<file path="src/rtl/core/qau_pkg.sv">
// Shared types, constants and rounding and saturating helpers for the quaternion unit.
package qau_pkg;

	localparam int QAU_FRAC_BITS = 16;
	localparam int QAU_DW = 32;
	localparam logic [31:0] QAU_MAX = 32'h7FFF_FFFF;
	localparam logic [31:0] QAU_MIN = 32'h8000_0000;

	typedef enum logic [1:0] {
		QAU_OP_MUL  = 2'd0,
		QAU_OP_ROT  = 2'd1,
		QAU_OP_ADD  = 2'd2,
		QAU_OP_NORM = 2'd3
	} qau_op_t;

	// request payload carried beside the normalize steps
	typedef struct packed {
		logic             use_q;
		logic [3:0]       neg;
		logic             ovf;
		logic [3:0][31:0] res;
	} qau_item_t;

	// round to nearest (ties up) dropping k bits, then saturate; returns {ovf, value}
	function automatic logic [32:0] qau_rnd_sat(input logic signed [99:0] v, input int k);
		logic signed [99:0] t;
		logic [32:0] r;
		t = (v + (100'sd1 <<< (k - 1))) >>> k;
		if ((&t[99:31]) || !(|t[99:31])) begin
			r = {1'b0, t[31:0]};
		end else begin
			r = {1'b1, t[99] ? QAU_MIN : QAU_MAX};
		end
		return r;
	endfunction

	function automatic logic [32:0] qau_sat_add(input logic [31:0] a, input logic [31:0] b);
		logic signed [32:0] s;
		logic [32:0] r;
		s = 33'($signed(a)) + 33'($signed(b));
		if (s[32] == s[31]) begin
			r = {1'b0, s[31:0]};
		end else begin
			r = {1'b1, s[32] ? QAU_MIN : QAU_MAX};
		end
		return r;
	endfunction

endpackage

</file>
<file path="src/rtl/core/qau_nstep.sv">
// One restoring step of the normalize quotient search, one bit for all four lanes.
module qau_nstep import qau_pkg::*; #(
	parameter int FRAC_BITS = QAU_FRAC_BITS,
	parameter int BIT = 0,
	localparam int RW = 2 * FRAC_BITS + 67,
	localparam int PW = FRAC_BITS + 66
) (
	input  logic               clk,
	input  logic               arst_n,
	input  logic               in_vld,
	input  qau_item_t          in_item,
	input  logic [65:0]        in_s,
	input  logic [3:0][RW-1:0] in_r,
	input  logic [3:0][PW-1:0] in_p,
	input  logic [3:0][FRAC_BITS:0] in_q,
	output logic               out_vld,
	output qau_item_t          out_item,
	output logic [65:0]        out_s,
	output logic [3:0][RW-1:0] out_r,
	output logic [3:0][PW-1:0] out_p,
	output logic [3:0][FRAC_BITS:0] out_q
);

	logic               vld_q;
	qau_item_t          item_q;
	logic [65:0]        s_q;
	logic [3:0][RW-1:0] r_q;
	logic [3:0][PW-1:0] p_q;
	logic [3:0][FRAC_BITS:0] q_q;
	logic [3:0][RW-1:0] dlt;
	logic [3:0]         ge;

	// residual R = m^2 * 2^2F - q^2 * S, P = q * S
	always_comb begin
		for (int i = 0; i < 4; i++) begin
			dlt[i] = (RW'(in_p[i]) << (BIT + 1)) + (RW'(in_s) << (2 * BIT));
			ge[i]  = in_r[i] >= dlt[i];
		end
	end

	always_ff @(posedge clk or negedge arst_n) begin
		if (!arst_n) begin
			vld_q <= 1'b0;
		end else begin
			vld_q <= in_vld;
		end
	end

	always_ff @(posedge clk) begin
		item_q <= in_item;
		s_q    <= in_s;
		for (int i = 0; i < 4; i++) begin
			if (ge[i]) begin
				r_q[i] <= in_r[i] - dlt[i];
				p_q[i] <= in_p[i] + (PW'(in_s) << BIT);
				q_q[i] <= in_q[i] | ((FRAC_BITS + 1)'(1) << BIT);
			end else begin
				r_q[i] <= in_r[i];
				p_q[i] <= in_p[i];
				q_q[i] <= in_q[i];
			end
		end
	end

	assign out_vld  = vld_q;
	assign out_item = item_q;
	assign out_s    = s_q;
	assign out_r    = r_q;
	assign out_p    = p_q;
	assign out_q    = q_q;

endmodule

</file>
<file path="config.mk">
export PLATFORM = sky130hd
export DESIGN_NAME = qau_nstep
export DESIGN_NICKNAME = d
export VERILOG_FILES = /design/src/rtl/core/qau_pkg.sv /design/src/rtl/core/qau_nstep.sv
export SDC_FILE = /design/constraint.sdc
export NUM_CORES = 2
export LEC_CHECK = 0
export BUFFER_PORTS_ARGS = -buffer_cell sky130_fd_sc_hd__buf_2
export CELL_PAD_IN_SITES_DETAIL_PLACEMENT = 1
export CELL_PAD_IN_SITES_GLOBAL_PLACEMENT = 2
export CORE_AREA = 2 2 785 787
export DETAILED_ROUTE_END_ITERATION = 8
export DIE_AREA = 0 0 787 789
export GPL_TIMING_DRIVEN = 0
export PLACE_DENSITY_LB_ADDON = 0.2
export SYNTH_ARGS = -nofsm -noshare
export SYNTH_HDL_FRONTEND = slang
export SYNTH_SLANG_ARGS = --single-unit
export TNS_END_PERCENT = 100
</file>
<file path="constraint.sdc">
create_clock -name clk -period 0.9 [get_ports clk]
set_clock_uncertainty 0.15 [all_clocks]
set_input_delay 0.09 -clock clk [delete_from_list [all_inputs] [get_ports clk]]
set_output_delay 0.09 -clock clk [all_outputs]
set_load 0.02 [all_outputs]
</file>
* Word-level counts from Yosys, hierarchy flattened
Cells that the tools add are included.
** Cells by class
- Add/subtract/negate cells :: 12
- Magnitude comparators :: 4
- Multiplexer cells :: 8
** Operators with widths (number)
- >= comparator 99 x 84 -> 1 bit :: 4
- two-way mux 99 bit :: 4
- subtractor 99 x 84 -> 99 bit :: 4
- adder 83 x 66 -> 84 bit :: 4
- adder 82 x 66 -> 82 bit :: 4
- two-way mux 82 bit :: 4
** Storage, ports and cells
- Register bits after elaboration :: 993
- Input port bits :: 995
- Output and inout bits :: 993
- Logic and storage cells :: 49

* Depth between registers and ports, before layout
- Depth in word-level cells :: 3
- Gate-level depth with buffers :: 32
- Gate-level depth less buffers :: 28

* Least setup slack after synthesis
No wires, ideal clock.
- Kind :: in2reg
- Start point :: input port in_s[33]
- End point :: register p_q, in the netlist out_p[164]
- Setup time :: 123 ps
- Arrival :: 5774 ps
- Data required time :: 627 ps
- Setup slack :: -5148 ps
- Cell stages on the path :: 29
- Path buffers :: 5
- Cell sequence :: ha_1 > clkbuf_1 > a21oi_1 > o21ai_1 > a21o_1 > a21o_1 > a221o_1 > a21o_1 > o21a_1 > o311ai_2 > o21ai_1 > a311oi_2 > nor2_1 > xnor2_1 > ha_1 > clkbuf_1 > a21o_1 > a21o_1 > a21oi_1 > o21ai_0 > a31oi_1 > o21a_1 > o311ai_0 > a211o_1 > a31o_1 > buf_2 > buf_4 > buf_2 > mux2_1
** Between the ends
- Cells in the longest elaborated chain, start to end :: 3
** Ends and longest elaborated chain
- start, declared :: line qau_nstep.sv:12 : input logic [65:0] in_s,
- adder 83 x 66 -> 84 bit :: line qau_nstep.sv:36 : dlt[i] = (RW'(in_p[i]) << (BIT + 1)) + (RW'(in_s) << (2 * BIT));
- >= comparator 99 x 84 -> 1 bit :: line qau_nstep.sv:37 : ge[i] = in_r[i] >= dlt[i];
- two-way mux 82 bit :: line qau_nstep.sv:53 : if (ge[i]) begin
- end signal, assigned by index :: line qau_nstep.sv:55 : p_q[i] <= in_p[i] + (PW'(in_s) << BIT);
- end signal, assigned by index :: line qau_nstep.sv:59 : p_q[i] <= in_p[i];
- end, declared :: line qau_nstep.sv:28 : logic [3:0][PW-1:0] p_q;
Every way passes these cells.
A chain may end at the register's enable or synchronous reset.

* Worst setup path in the final report
- Start point :: input port in_s[9]
- End point :: register r_q, in the netlist out_r[196]
** Between the ends
- Cells in the longest elaborated chain, start to end :: 3
- Elaborated cells on any way between the ends :: 4
- Classes of those cells :: 2 x add/sub; 1 x order compare; 1 x mux
** Ends and longest elaborated chain
- adder 83 x 66 -> 84 bit (*) :: line qau_nstep.sv:36
- subtractor 99 x 84 -> 99 bit or >= comparator 99 x 84 -> 1 bit (tied branches) :: line qau_nstep.sv:54, qau_nstep.sv:37
- two-way mux 99 bit (*) :: line qau_nstep.sv:53
- end signal, assigned by index :: line qau_nstep.sv:54 : r_q[i] <= in_r[i] - dlt[i];
- end signal, assigned by index :: line qau_nstep.sv:58 : r_q[i] <= in_r[i];
- end, declared :: line qau_nstep.sv:27 : logic [3:0][RW-1:0] r_q;
Mark *: on every way between the ends. The rest lies on a longest branch, timed or not.

==> impl_metrics.json <==
{
  "status": "finished with violations",
  "violations": "negative hold slack, negative setup slack",
  "finalMaxSlewViolations": 0,
  "slowest_delay_ps": 570,
  "first_pass_iters": 5,
  "final_nets": 16400,
  "ys_seq_area_share_pct": 24.7,
  "worstSetupStartpoint": "in_s[9]",
  "dieHeight_um": 789,
  "synth_edf_count": 0,
  "clockBufferDepth": 4,
  "power_frac_clock_pct": 24.7,
  "slowest_stage": "or4b_4",
  "gr-total-overflow": 0,
  "synth_nets": 12300,
  "leakagePower_nw": 56.8,
  "crit_top_cell": "buf_4",
  "drive_gt1_share_pct": 25.2,
  "route.detailed.drc": 0,
  "comb_power_share_pct": 52.4,
  "cts_buffers": 153,
  "yosys.area_share.simple_pct": 18.2,
  "die_x_um": 787,
  "die_area_mm2": 0.621,
  "synth_top_family_by_area": "compound AO/OA/AOI/OAI gates",
  "critPathCaptureType": "flop",
  "synth_cell_types": 117,
  "grt.total_usage_pct": 22.5,
  "yosys-top-cells-count": "1264 x a21oi_1, 1033 x nand2_1, 992 x dfxtp_1",
  "placeableCoreArea_mm2": 0.613,
  "synthFlopType": "dfxtp_1",
  "setup_ws_ps": -5270,
  "p_per_area_mw_per_mm2": 1940,
  "period_needed_ps": 6170,
  "yosysMostFrequentCell": "a21oi_1",
  "drt_wl_total_um": 732000,
  "grt_pass1_wl_um": 957000,
  "synth_cells": 10400,
  "synthAdderAreaFrac_pct": 13.7,
  "netlist.area_leader.share_pct": 24.6,
  "ys_ff_latch": 993,
  "placed_cells": 20500,
  "fin_tns_setup_ps": -4312960,
  "clkSinkCount": 993,
  "whs_ps": -673,
  "finalNonFillerCells": 22800,
  "internal_power_mw": 139,
  "synth_compound_area_share_pct": 27.9,
  "drv_cap": 0,
  "start_util_pct": 13.1,
  "htree_levels": 4,
  "cp_data_arrival_time_ps": 6840,
  "synth.largest_area_cell": "dfxtp_1",
  "drtAntennaViolNets": 0,
  "fin_util_pct": 21.9,
  "grt_pass1_vias": 103000,
  "synth.area.top_cells": "dfxtp_1 25%, ha_1 13%, a21oi_1 7.9%, xnor2_1 6.0%, a21o_1 5.3%",
  "crit_type": "input pin to flop",
  "place.gp.congestion": 0.916,
  "slew_headroom_pct": 3.25,
  "synthesis.area_mm2": 0.0806,
  "ys_warn_count": 0,
  "min_path_type": "input pin to flop",
  "grt_max_degree": 13,
  "finalPower_mw": 260,
  "ioPinCount": 1988,
  "wire_per_inst_um": 32.1,
  "antenna_found_initial": 379,
  "rows": 288,
  "setup_viol": 1741,
  "endpoint": "out_r[196]",
  "irDropWorstVdd_mv": 1.28,
  "syn_avg_cell_area_um2": 7.73,
  "hpwl_um": 559000,
  "finalCritPeriodShare_pct": 685,
  "p_switching_mw": 120,
  "start_kind": "input pin",
  "synthMuxAreaShare_pct": 0.669,
  "synth-xor-area-share_pct": 10.8,
  "num_vias": 99000,
  "p_seq_share_pct": 22.9,
  "crit_path_max_fanout": 6,
  "rsz0062_at_grt": "yes",
  "cts.root.buffer_cell": "clkbuf_16",
  "portBuffers": 1973,
  "vias_per_cell": 4.34,
  "worst-slew-pin-transition_ps": 1450,
  "cts_tree": "done",
  "final_hold_viol_count": 65,
  "p_sw_share_pct": 46.4,
  "fmax_mhz": 162,
  "clkTransAtPathRegs_ps": 50,
  "worstPathRequired_ps": 1580,
  "drtIter0Drc": 6005,
  "async_reset_ff_share_pct": 0.101,
  "area_growth_pct": 66.2
}
[stage by stage]
| step | cell area, um^2 | setup slack [ps] |
|---|---|---|
| finish | 134000 | -5270 |
| global route | 134000 | -5450 |
| CTS | 129000 | -5380 |
| detailed placement | 102000 | -10570 |
| global placement | 102000 | -11730 |
| floorplan | 82100 | -4900 |
[final cells by class]
type | count | area [um^2]
antenna | 102 | 255
buffer | 419 | 3100
clock buffer | 204 | 4300
clock inverter | 59 | 716
fill | 72800 | 479000
inverter | 297 | 1130
multi-input combinational | 8627 | 63100
sequential | 993 | 19900
tap | 8120 | 10200
timing repair buffer | 4002 | 31300
[power by group through the flow]
| stage | Combinational, mW | Sequential, mW | Clock, mW |
|---|---|---|---|
| after floorplan | 54.7 | 72.5 | 0 |
| after global placement | 123 | 60.5 | 0 |
| after detailed placement | 122 | 60.7 | 0 |
| after CTS | 134 | 59.9 | 66.8 |
| after global routing | 145 | 60.5 | 68.0 |
| final | 136 | 59.6 | 64.1 |
[cells in the final DEF (no fill, tap or decap), types with 94 or more instances in the layout]
cell type / instances
buf_2: 1944
dlygate4sd3_1: 1673
a21oi_1: 1078
nand2_1: 995
dfxtp_1: 992
ha_1: 750
nor2_1: 681
o21ai_0: 648
a21o_1: 564
xnor2_1: 533
xor2_1: 413
nand4_1: 299
inv_1: 293
clkbuf_1: 283
buf_4: 260
nand3_1: 191
clkbuf_16: 179
o21bai_1: 178
a21oi_2: 153
nor3_1: 133
o21ai_1: 127
nand2b_1: 105
diode_2: 102
and3_1: 100
buf_12: 95
a31oi_1: 94
[critical path, delay by kind of cell]
kind	cells	cell delay [ps]
simple gates	10	2820
compound gates	10	1760
buf+inv	8	1090
fa+ha+maj	2	670
xor+xnor	2	310
[metal layers]
| metal | track usage [%] | routed length (um) | up-vias |
|---|---|---|---|
| met5 | 0 | 1060 | - |
| met4 | 7.53 | 29400 | 158 |
| met3 | 4.39 | 42800 | 826 |
| met2 | 39.4 | 356000 | 2834 |
| met1 | 27.3 | 303000 | 49100 |
| li1 | - | - | 46100 |
[kinds of logic (layout without fill, tap and decap cells)]
family / count (synthesis) / count (layout)
flip-flops: 993 / 993
buffers and inverters: 806 / 4981
adder cells (fa/ha/maj): 872 / 872
XOR/XNOR: 995 / 995
other: 0 / 102
multiplexers: 49 / 49
AND/OR/NAND/NOR: 3093 / 3094
AO/OA/AOI/OAI: 3617 / 3617
[worst min-delay path by stage]
stage	start	to	slack, ps	depth (start not counted)
after CTS	in_p[82]	out_p[82]	-790	3
after detailed placement	arst_n	out_vld	-240	1
after global routing	in_p[82]	out_p[82]	-730	3
after global placement	arst_n	out_vld	-240	1
after floorplan	arst_n	out_vld	-360	0
final	in_p[82]	out_p[82]	-670	3
[flip-flops by register name (all words and copies together) (netlist names)]
signal / flops
out_p: 328
out_vld: 1
out_r: 396
out_s: 66
out_q: 68
out_item: 134
[what timing repair did]
action | in CTS | in global routing
pin swaps | 116 | 187
gates cloned | 1 | 14
hold buffers | 1683 | 16
buffers inserted | 148 | 166
gates resized for setup | 761 | 630
setup endpoints to repair | 1721 | 1739
hold endpoints to repair | 994 | 107
No activity file was read; power rests on OpenSTA's default activity.
